## config.mk

```make
export PLATFORM = sky130hd
export DESIGN_NAME = sorted_software_timer_manager_core
export DESIGN_NICKNAME = d
export VERILOG_FILES = /design/src/hw/rtl/sstm_pkg.sv /design/src/hw/rtl/sstm_fifo.sv /design/src/hw/rtl/sstm_engine.sv /design/src/hw/rtl/sorted_software_timer_manager_core.sv
export SDC_FILE = /design/constraint.sdc
export NUM_CORES = 2
export LEC_CHECK = 0
export BUFFER_PORTS_ARGS = -buffer_cell sky130_fd_sc_hd__buf_2
export CAP_MARGIN = 5
export CORE_MARGIN = 1.5
export CORE_UTILIZATION = 64
export DETAILED_ROUTE_END_ITERATION = 6
export HOLD_SLACK_MARGIN = 0.15
export PLACE_DENSITY_LB_ADDON = 0.08
export SETUP_SLACK_MARGIN = 0.4
export SYNTH_ARGS = -nofsm -noshare
export SYNTH_HDL_FRONTEND = slang
export SYNTH_SLANG_ARGS = --single-unit
export TNS_END_PERCENT = 100
```

## constraint.sdc

```tcl
create_clock -name clk -period 11.4 [get_ports clk]
set_clock_uncertainty 0.2 [all_clocks]
set_input_delay 2.85 -clock clk [delete_from_list [all_inputs] [get_ports clk]]
set_output_delay 2.85 -clock clk [all_outputs]
set_load 0.01 [all_outputs]
```

## src/hw/rtl/sstm_pkg.sv

```systemverilog
`timescale 1ns / 1ps
// ----------------------------------------------------------------------------
// sstm_pkg
// Types and constants shared by the sorted timer list block.
// ----------------------------------------------------------------------------
package sstm_pkg;

  typedef enum logic [2:0] {
    CMD_ALLOC = 3'd0,
    CMD_FREE  = 3'd1,
    CMD_INIT  = 3'd2,
    CMD_ARM   = 3'd3,
    CMD_TICK  = 3'd4
  } cmd_t;

  typedef enum logic [1:0] {
    ST_DONE  = 2'd0,
    ST_ALLOC = 2'd1,
    ST_NONE  = 2'd2,
    ST_FIRED = 2'd3
  } status_t;

  typedef enum logic [1:0] {
    MODE_FREE    = 2'd0,
    MODE_ALLOC   = 2'd1,
    MODE_RUNNING = 2'd2
  } mode_t;

  typedef enum logic [2:0] {
    S_IDLE,
    S_UNLINK,
    S_INSERT,
    S_FIRE,
    S_DONE
  } state_t;

  localparam logic [31:0] NO_DEADLINE = 32'hffff_ffff;

  typedef struct packed {
    logic [2:0]  command;
    logic [4:0]  slot;
    logic [31:0] delay;
    logic [1:0]  queue_sel;
    logic [7:0]  payload;
  } in_item_t;

  typedef struct packed {
    logic [1:0] status;
    logic [4:0] slot_out;
    logic [1:0] queue_out;
    logic [7:0] payload_out;
    logic       last;
  } out_item_t;

endpackage

```

## src/hw/rtl/sstm_fifo.sv

```systemverilog
`timescale 1ns / 1ps
// ----------------------------------------------------------------------------
// sstm_fifo
// Small register queue used between the front and back parts and at the output.
// ----------------------------------------------------------------------------
module sstm_fifo #(
  parameter int WIDTH = 8,
  parameter int DEPTH = 2
) (
  input  logic             clk,
  input  logic             rst,
  input  logic             wr_en,
  input  logic [WIDTH-1:0] wr_data,
  output logic             full,
  input  logic             rd_en,
  output logic [WIDTH-1:0] rd_data,
  output logic             empty
);
  localparam int AW = (DEPTH > 1) ? $clog2(DEPTH) : 1;

  logic [WIDTH-1:0] mem [DEPTH];
  logic [AW-1:0]    wr_ptr;
  logic [AW-1:0]    rd_ptr;
  logic [AW:0]      count;
  logic             do_wr;
  logic             do_rd;

  assign full    = (count == (AW+1)'(DEPTH));
  assign empty   = (count == '0);
  assign do_wr   = wr_en && !full;
  assign do_rd   = rd_en && !empty;
  assign rd_data = mem[rd_ptr];

  always_ff @(posedge clk) begin
    if (rst) begin
      wr_ptr <= '0;
      rd_ptr <= '0;
      count  <= '0;
    end else begin
      if (do_wr) begin
        wr_ptr <= (wr_ptr == AW'(DEPTH - 1)) ? '0 : wr_ptr + 1'b1;
      end
      if (do_rd) begin
        rd_ptr <= (rd_ptr == AW'(DEPTH - 1)) ? '0 : rd_ptr + 1'b1;
      end
      count <= count + (AW+1)'(do_wr) - (AW+1)'(do_rd);
    end
  end

  always_ff @(posedge clk) begin
    if (do_wr) begin
      mem[wr_ptr] <= wr_data;
    end
  end
endmodule

```

## src/hw/rtl/sstm_engine.sv

```systemverilog
`timescale 1ns / 1ps
// ----------------------------------------------------------------------------
// sstm_engine
// Back part: keeps slot modes, deadlines and the sorted list, walks the list
// one entry a cycle for unlink, insert and expiry; expiry waits while the result queue is full.
// ----------------------------------------------------------------------------
module sstm_engine
  import sstm_pkg::*;
#(
  parameter int NUM_TIMERS = 32,
  parameter int NUM_QUEUES = 4
) (
  input  logic      clk,
  input  logic      rst,
  input  logic      cmd_valid,
  input  in_item_t  cmd,
  output logic      cmd_pop,
  output logic      res_push,
  output out_item_t res,
  input  logic      res_full
);
  localparam int SW = $clog2(NUM_TIMERS);
  localparam logic [5:0] END_MARK = 6'd63;

  state_t state;
  state_t state_next;

  logic [31:0] tick_count;
  logic [1:0]  slot_mode [NUM_TIMERS];
  logic [31:0] deadline  [NUM_TIMERS];
  logic [1:0]  dq        [NUM_TIMERS];
  logic [7:0]  dp        [NUM_TIMERS];
  logic [5:0]  link      [NUM_TIMERS];
  logic [5:0]  head;

  in_item_t    cur_cmd;
  logic [5:0]  prev;
  logic [5:0]  cur;
  logic [31:0] new_dl;
  logic        fired_any;

  logic          ok;
  logic [SW-1:0] sidx;
  logic [SW-1:0] cidx;
  logic [SW-1:0] pidx;
  logic [SW-1:0] hidx;
  logic          cur_valid;
  logic          head_valid;
  logic [SW:0]   free_idx;
  logic          head_fires;

  assign ok         = {1'b0, cur_cmd.slot} < 6'(NUM_TIMERS);
  assign sidx       = cur_cmd.slot[SW-1:0];
  assign cidx       = cur[SW-1:0];
  assign pidx       = prev[SW-1:0];
  assign hidx       = head[SW-1:0];
  assign cur_valid  = cur < 6'(NUM_TIMERS);
  assign head_valid = head < 6'(NUM_TIMERS);
  assign head_fires = head_valid && (deadline[hidx] <= tick_count);

  always_comb begin
    free_idx = (SW+1)'(NUM_TIMERS);
    for (int i = NUM_TIMERS - 1; i >= 0; i--) begin
      if (slot_mode[i] == MODE_FREE) begin
        free_idx = (SW+1)'(i);
      end
    end
  end

  always_comb begin
    state_next = state;
    unique case (state)
      S_IDLE: begin
        if (cmd_valid) begin
          state_next = S_DONE;
          if (cmd.command == CMD_TICK) begin
            state_next = S_FIRE;
          end else if ((cmd.command == CMD_FREE || cmd.command == CMD_ARM)
                       && ({1'b0, cmd.slot} < 6'(NUM_TIMERS))) begin
            if (slot_mode[cmd.slot[SW-1:0]] == MODE_RUNNING) begin
              state_next = S_UNLINK;
            end else if (cmd.command == CMD_ARM
                         && slot_mode[cmd.slot[SW-1:0]] != MODE_FREE) begin
              state_next = S_INSERT;
            end
          end
        end
      end
      S_UNLINK: begin
        if (!cur_valid || cidx == sidx) begin
          state_next = (cur_cmd.command == CMD_ARM) ? S_INSERT : S_DONE;
        end
      end
      S_INSERT: begin
        if (!cur_valid || new_dl <= deadline[cidx]) begin
          state_next = S_DONE;
        end
      end
      S_FIRE: begin
        if (!res_full && !head_fires) begin
          state_next = S_DONE;
        end
      end
      S_DONE: begin
        if (!res_full) begin
          state_next = S_IDLE;
        end
      end
      default: state_next = S_IDLE;
    endcase
  end

  always_comb begin
    cmd_pop  = (state == S_IDLE) && cmd_valid;
    res_push = 1'b0;
    res      = '0;
    unique case (state)
      S_FIRE: begin
        if (head_fires) begin
          res_push        = !res_full;
          res.status      = ST_FIRED;
          res.slot_out    = 5'(head);
          res.queue_out   = dq[hidx];
          res.payload_out = dp[hidx];
          res.last        = !(link[hidx] < 6'(NUM_TIMERS)
                              && deadline[link[hidx][SW-1:0]] <= tick_count);
        end
      end
      S_DONE: begin
        res_push = !fired_any && !res_full;
        res.last = 1'b1;
        if (cur_cmd.command == CMD_ALLOC) begin
          if (free_idx < (SW+1)'(NUM_TIMERS)) begin
            res.status   = ST_ALLOC;
            res.slot_out = 5'(free_idx);
          end else begin
            res.status = ST_NONE;
          end
        end
      end
      default: ;
    endcase
  end

  always_ff @(posedge clk) begin
    if (rst) begin
      state      <= S_IDLE;
      tick_count <= '0;
      head       <= END_MARK;
      fired_any  <= 1'b0;
      for (int i = 0; i < NUM_TIMERS; i++) begin
        slot_mode[i] <= MODE_FREE;
      end
    end else begin
      state <= state_next;
      unique case (state)
        S_IDLE: begin
          if (cmd_valid) begin
            cur_cmd   <= cmd;
            prev      <= END_MARK;
            cur       <= head;
            fired_any <= 1'b0;
            new_dl    <= cmd.delay + tick_count;
            if (cmd.command == CMD_TICK) begin
              tick_count <= tick_count + 1'b1;
            end
          end
        end
        S_UNLINK: begin
          if (!cur_valid) begin
            prev <= END_MARK;
            cur  <= head;
          end else if (cidx == sidx) begin
            if (prev == END_MARK) begin
              head <= link[cidx];
            end else begin
              link[pidx] <= link[cidx];
            end
            prev <= END_MARK;
            cur  <= (prev == END_MARK) ? link[cidx] : head;
          end else begin
            prev <= cur;
            cur  <= link[cidx];
          end
        end
        S_INSERT: begin
          if (!cur_valid || new_dl <= deadline[cidx]) begin
            link[sidx]      <= cur_valid ? cur : END_MARK;
            deadline[sidx]  <= new_dl;
            slot_mode[sidx] <= MODE_RUNNING;
            if (prev == END_MARK) begin
              head <= {1'b0, cur_cmd.slot};
            end else begin
              link[pidx] <= {1'b0, cur_cmd.slot};
            end
          end else begin
            prev <= cur;
            cur  <= link[cidx];
          end
        end
        S_FIRE: begin
          if (!res_full && head_fires) begin
            slot_mode[hidx] <= MODE_ALLOC;
            head            <= (link[hidx] < 6'(NUM_TIMERS)) ? link[hidx] : END_MARK;
            fired_any       <= 1'b1;
          end
        end
        S_DONE: begin
          if (!res_full) begin
            if (cur_cmd.command == CMD_ALLOC && free_idx < (SW+1)'(NUM_TIMERS)) begin
              slot_mode[free_idx[SW-1:0]] <= MODE_ALLOC;
            end
            if (cur_cmd.command == CMD_FREE && ok) begin
              slot_mode[sidx] <= MODE_FREE;
            end
            if (cur_cmd.command == CMD_INIT && ok) begin
              dq[sidx] <= ({3'b0, cur_cmd.queue_sel} < 5'(NUM_QUEUES))
                          ? cur_cmd.queue_sel : 2'(NUM_QUEUES - 1);
              dp[sidx] <= cur_cmd.payload;
            end
          end
        end
        default: ;
      endcase
    end
  end
endmodule

```

## src/hw/rtl/sorted_software_timer_manager_core.sv

```systemverilog
`timescale 1ns / 1ps
// commands: alloc, init and unknown commands go straight to their result; arm and free
// walk the list entry by entry as needed, unlink then insert for arm; tick fires each
// due slot from the head of the list, and gives a done item only if no slot fired
// throughput: one item at a time through the list walker
// reset: rst synchronous active high; all slots free, list empty, tick count 0
// ----------------------------------------------------------------------------
// sorted_software_timer_manager_core
// Sorted one-shot timer list: command queue, list engine, result queue.
// ----------------------------------------------------------------------------
module sorted_software_timer_manager_core
  import sstm_pkg::*;
#(
  parameter int NUM_TIMERS = 32,
  parameter int NUM_QUEUES = 4
) (
  input  logic      clk,
  input  logic      rst,
  input  logic      push,
  input  in_item_t  in_item,
  output logic      full,
  input  logic      pop,
  output out_item_t out_item,
  output logic      empty
);
  logic      cq_empty;
  logic      cq_pop;
  in_item_t  cq_data;
  logic      rq_push;
  logic      rq_full;
  out_item_t rq_data;

  sstm_fifo #(.WIDTH($bits(in_item_t)), .DEPTH(2)) u_cmd_q (
    .clk(clk), .rst(rst), .wr_en(push), .wr_data(in_item), .full(full),
    .rd_en(cq_pop), .rd_data(cq_data), .empty(cq_empty)
  );

  sstm_engine #(.NUM_TIMERS(NUM_TIMERS), .NUM_QUEUES(NUM_QUEUES)) u_engine (
    .clk(clk), .rst(rst), .cmd_valid(!cq_empty), .cmd(cq_data), .cmd_pop(cq_pop),
    .res_push(rq_push), .res(rq_data), .res_full(rq_full)
  );

  sstm_fifo #(.WIDTH($bits(out_item_t)), .DEPTH(2)) u_res_q (
    .clk(clk), .rst(rst), .wr_en(rq_push), .wr_data(rq_data), .full(rq_full),
    .rd_en(pop), .rd_data(out_item), .empty(empty)
  );

  a_no_push_lost: assert property (@(posedge clk) disable iff (rst)
    rq_push |-> !rq_full) else $error("result written into full queue");
  a_pop_valid: assert property (@(posedge clk) disable iff (rst)
    cq_pop |-> !cq_empty) else $error("command read from empty queue");
  a_fire_status: assert property (@(posedge clk) disable iff (rst)
    (rq_push && rq_data.status == ST_FIRED) |-> !rq_full)
    else $error("fired item dropped");
endmodule
```

== After elaboration in Yosys (flattened, before gate mapping) ==
Memory sizes are Yosys's and may differ from the RTL's. A register that Yosys moved wholly into a read port is not among the register bits.
Cells that the tools add are included.

* Flip-flop bits (word level): 112
* Bits in writable memories: 1,736
* Bits of input ports: 54
* Output and inout port bits: 20
* Logic and storage cells: 288
* Memories: 7

{| class="wikitable"
|+ Memory list
! name !! words !! width !! rd ports !! clocked after memory_dff !! wr ports !! RTL line !! text
|-
| u_engine.deadline || 32 || 32 || 3 || 2 || 1 || sstm_engine.sv:30 || <nowiki>logic [31:0] deadline [NUM_TIMERS];</nowiki>
|-
| u_engine.dp || 32 || 8 || 1 || 1 || 1 || sstm_engine.sv:32 || <nowiki>logic [7:0] dp [NUM_TIMERS];</nowiki>
|-
| u_engine.link || 32 || 6 || 2 || 2 || 2 || sstm_engine.sv:33 || <nowiki>logic [5:0] link [NUM_TIMERS];</nowiki>
|-
| u_cmd_q.mem || 2 || 50 || 1 || 1 || 1 || sstm_fifo.sv:21 || <nowiki>logic [WIDTH-1:0] mem [DEPTH];</nowiki>
|-
| u_engine.dq || 32 || 2 || 1 || 1 || 1 || sstm_engine.sv:31 || <nowiki>logic [1:0] dq [NUM_TIMERS];</nowiki>
|-
| u_engine.slot_mode || 32 || 2 || 33 || 0 || 32 || sstm_engine.sv:29 || <nowiki>logic [1:0] slot_mode [NUM_TIMERS];</nowiki>
|-
| 1 more memories || n/a || n/a || n/a || n/a || n/a || n/a ||
|}

* Add/sub/neg operators: 10
* Order comparisons: 7
* Eq/ne operators: 26
* Mux-type cells: 142
* Bitwise gates (word level): 7
* Reductions and logical operators: 72

{| class="wikitable"
|+ Operators with widths
! cell !! number
|-
| $mux 6 || 49
|-
| $le 32x32->1 || 3
|-
| $mux 5 || 14
|-
| $logic_not 2->1 || 34
|-
| $pmux 6 s3 || 3
|-
| $mux 1 || 53
|-
| $add 32x1->32 const B || 1
|-
| $add 32x32->32 || 1
|-
| $mux 3 || 10
|-
| $lt 6x6->1 const B || 4
|-
| $mux 18 || 1
|-
| $eq 3x2->1 const B || 5
|-
| $pmux 3 s5 || 1
|-
| $ne 2x1->1 const B || 7
|-
| $pmux 7 s2 || 1
|-
| $logic_and 1x1->1 || 12
|-
| $eq 5x5->1 || 2
|-
| $mux 10 || 1
|-
| $mux 2 || 5
|-
| $eq 3x1->1 const B || 3
|-
| $reduce_and 3->1 || 3
|-
| $logic_not 1->1 || 8
|-
| $mux 7 || 1
|-
| $eq 2x2->1 const B || 3
|-
| 18 further kinds || 39
|}

== Depth between registers and ports, before layout ==
An unclocked memory read counts as a cell.

* Depth after elaboration: 43
* Depth in mapped cells: 25
* Mapped depth without buffers: 21

== Modules after synthesis ==
From an unflattened synthesis, not the netlist that was laid out.

* Cells, all modules: 6,480
* Area, all modules: 97,951.4 µm²

{| class="wikitable"
|+ Modules (own cells, without submodules)
! module !! instances !! cells an instance !! area an instance (µm²) !! seq. area each (µm²)
|-
| sstm_engine || 1 || 6,213 || 92,587.5 || 50,948.9
|-
| sstm_fifo at u_cmd_q || 1 || 183 || 3,828.7 || 3,103.0
|-
| sstm_fifo at u_res_q || 1 || 83 || 1,531.5 || 1,181.1
|-
| sorted_software_timer_manager_core || 1 || 1 || 3.8 || 0.0
|}

== Worst setup path after synthesis ==
Ideal clock, no wire load.

* Kind: register to register
* Start: register with a tool-made name
* End: memory u_engine.link[1][0], data pin
* Setup time: 0.272 ns
* Data arrival time: 7.471 ns
* Data required time: 10.928 ns
* Path slack: 3.457 ns
* Cell stages (with the launch flop): 21
* Buffers on the path: 6
* Period minus slack after synthesis: 7.943 ns
* Path through: dfxtp_1 buf_2 buf_2 buf_2 buf_2 buf_1 mux4_2 mux4_2 mux2i_1 ha_1 a21o_1 a21o_1 a21o_1 a21oi_1 nor2b_1 o311ai_2 nand3_2 nor3_1 and2_1 buf_1 mux2i_1

{| class="wikitable"
|+ RTL lines
! item !! RTL line
|-
| end, declared || sstm_engine.sv:33
|}

==> flow_summary.json <==
{
  "fillCellCount": 9349,
  "critPathKind": "flop to flop",
  "place_area_um2": 99300,
  "ctsResizeCount": 0,
  "ys_seq_elements": 1860,
  "synth_edf_count": 1798,
  "h-tree-depth": 4,
  "synth_nets": 6114,
  "min-delay-path-class": "flop to flop",
  "r2r-end": "u_engine.deadline[3][24]",
  "clockRootBuffer": "clkbuf_16",
  "drtAntennaViolNets": 0,
  "required_ns": 11.67,
  "postCtsSetupRepairBufs": 0,
  "ff_latch_area_um2": 55300,
  "startpoint_type": "flop",
  "multi_input_area_um2": 39500,
  "maxSlewViolCount": 0,
  "leakagePower_nw": 35.2,
  "synth.avg_cell_area_um2": 16.3,
  "grt_pass1_vias": 60500,
  "critPathCaptureType": "flop",
  "grtUsageTotal_pct": 38.5,
  "critPathMaxFanout": 135,
  "antenna_found_initial": 5,
  "grt_pass1_wl_um": 419000,
  "status": "completed",
  "max_clock_freq_mhz": 115,
  "final_common_cell": "edfxtp_1",
  "wl_um": 292000,
  "clk_latency_ns": 0.88,
  "dp_hpwl_um": 173000,
  "cts.clk_slew.worst_paths_ns": 0.06,
  "num_vias": 61700,
  "setup_viol": 0,
  "core_um2": 150000,
  "synthToLayoutAreaGrowth_pct": 9.64,
  "utilization_pct": 70.6,
  "dr.pass1.iters": 6,
  "ctsHoldBuffers": 0,
  "yosysSeqAreaShare_pct": 57.2,
  "rsz0062_at_grt": "false",
  "hold_viol_final": 0,
  "mostFrequentLayoutCells": "edfxtp_1 (1798), mux4_2 (990), nand2_1 (566)",
  "layout.nets": 6073,
  "die_area_um2": 153000,
  "netlist_area_um2": 96500,
  "rows": 142,
  "cts_tree": "built",
  "yosysWarningCount": 0,
  "p_per_area_nw_per_um2": 202,
  "pre_cts_slack_ns": 3.05,
  "drtIter0Drc": 9765,
  "max_slew_margin_pct": 12.8,
  "final_layout_size_suffix_gt1_share_pct": 29.0,
  "die_w_um": 391,
  "post-route-min-period_ns": 8.72,
  "whs_ns": 0.312,
  "synth_cell_types": 80,
  "cts_made_buffers": 189,
  "drc": 0,
  "fin_setup_tns_ns": 0,
  "maxCapViolCount": 0,
  "avgRoutedWirePerCell_um": 36.2,
  "io_buffers": 73,
  "endpoint": "u_engine.deadline[3][24]",
  "overflow": 0,
  "start_util_pct": 64.4,
  "clockBufferDepth": 3,
  "dieHeight_um": 391,
  "grt_max_degree": 136,
  "place_congestion": 0.930,
  "period_share_pct": 76.5,
  "r2r_cells": 14,
  "io_pins": 74,
  "setup_slack_ns": 2.68,
  "async_flop_share_pct": 0,
  "synth_ff_type": "edfxtp_1",
  "r2r_slack_ns": 2.68,
  "ir_drop_mv": 0.228,
  "worstMarginPinSlew_ns": 1.31,
  "cts.sinks": 1860,
  "syn_inst": 5927,
  "arrival_ns": 8.99,
  "design_area_um2": 106000,
  "vias_per_cell": 7.65
}
per-layer routing:
layer | GRT usage, % | vias to the layer above | routed length [um]
met4 | 18.4 | 6 | 15600
met1 | 52.3 | 31400 | 101000
met2 | 58.1 | 5130 | 135000
met5 | 0 | - | 33
met3 | 10.9 | 860 | 41100
li1 | - | 24300 | -
how the worst min path moves through the flow:
stage	startpoint	endpoint	slack (ns)	depth (start not counted)
after floorplan	u_engine.head[1]	flop	0.27	1
after global placement	u_res_q.rd_ptr	flop	0.29	2
after detailed placement	u_cmd_q.rd_ptr	flop	0.30	2
after CTS	u_engine.fired_any	u_engine.fired_any	0.31	2
after global routing	u_engine.fired_any	u_engine.fired_any	0.35	2
final	u_engine.fired_any	u_engine.fired_any	0.31	2
state kept, by name, indices dropped and copies added (netlist names), named ones only:
name	cells
u_res_q.wr_ptr	1
u_engine.dp	256
u_engine.deadline	1024
u_cmd_q.wr_ptr	1
u_res_q.count	2
u_res_q.mem	36
u_engine.fired_any	1
u_engine.sidx	5
u_engine.cur	6
u_engine.head	6
u_engine.slot_mode	64
u_cmd_q.mem	100
u_res_q.rd_ptr	1
u_engine.state	3
u_engine.dq	64
u_engine.link	192
u_cmd_q.count	2
u_engine.prev	6
u_cmd_q.rd_ptr	1
u_engine.cur_cmd	13
u_engine.new_dl	32
u_engine.tick_count	32
worst max-delay path, cell delays in order, from the launching register on:
cell and delay (ns):
dfxtp_4 0.91, buf_12 0.56, mux4_2 0.44, mux4_2 0.46, mux2i_1 0.46, ha_1 0.23
nand2_1 0.10, nor3_1 0.57, a31oi_1 0.41, o311ai_2 0.30, nand3_2 0.69, nand2b_1 0.75
buf_4 0.40, nor2_4 0.74, buf_4 0.64
power breakdown:
group | internal, W | total [W] | switching (W)
registers | 0.00813 | 0.00856 | 0.000432
clock network | 0.00365 | 0.00642 | 0.00278
logic | 0.00263 | 0.00642 | 0.00379
cell usage after synthesis, drive strengths merged, types with 68 or more instances:
master	number	area, um^2
clkbuf	331	1240
a211oi	68	510
edfxtp	1798	54000
mux2	142	1600
buf	141	691
mux4	990	22300
nand3	123	621
mux2i	228	2300
ha	132	1650
nor2	251	950
and2	74	463
a22oi	98	736
a31oi	138	863
nand2	566	2120
o21ai	76	380
final cells by class:
class | count | area share [%]
Clock inverter | 115 | 1.41
Antenna cell | 2 | 0.00473
Sequential cell | 1860 | 52.2
Clock buffer | 232 | 4.67
Tap cell | 2016 | 2.38
Multi-Input combinational cell | 3528 | 37.3
Timing Repair Buffer | 240 | 1.70
Inverter | 67 | 0.238
stage by stage:
step	power [W]	cells
floorplan	0.0128	5927
global placement	0.0148	7708
detailed placement	0.0149	7708
CTS	0.0213	8055
global route	0.0220	8059
finish	0.0214	8060
cell families after synthesis:
| family | share of synthesized area [%] |
|---|---|
| flops | 57.2 |
| mux | 27.1 |
| simple gates | 6.06 |
| compound gates | 4.89 |
| buf+inv | 2.26 |
| fa+ha+maj | 1.73 |
| xor+xnor | 0.672 |
No activity file was read; power rests on OpenSTA's default activity.
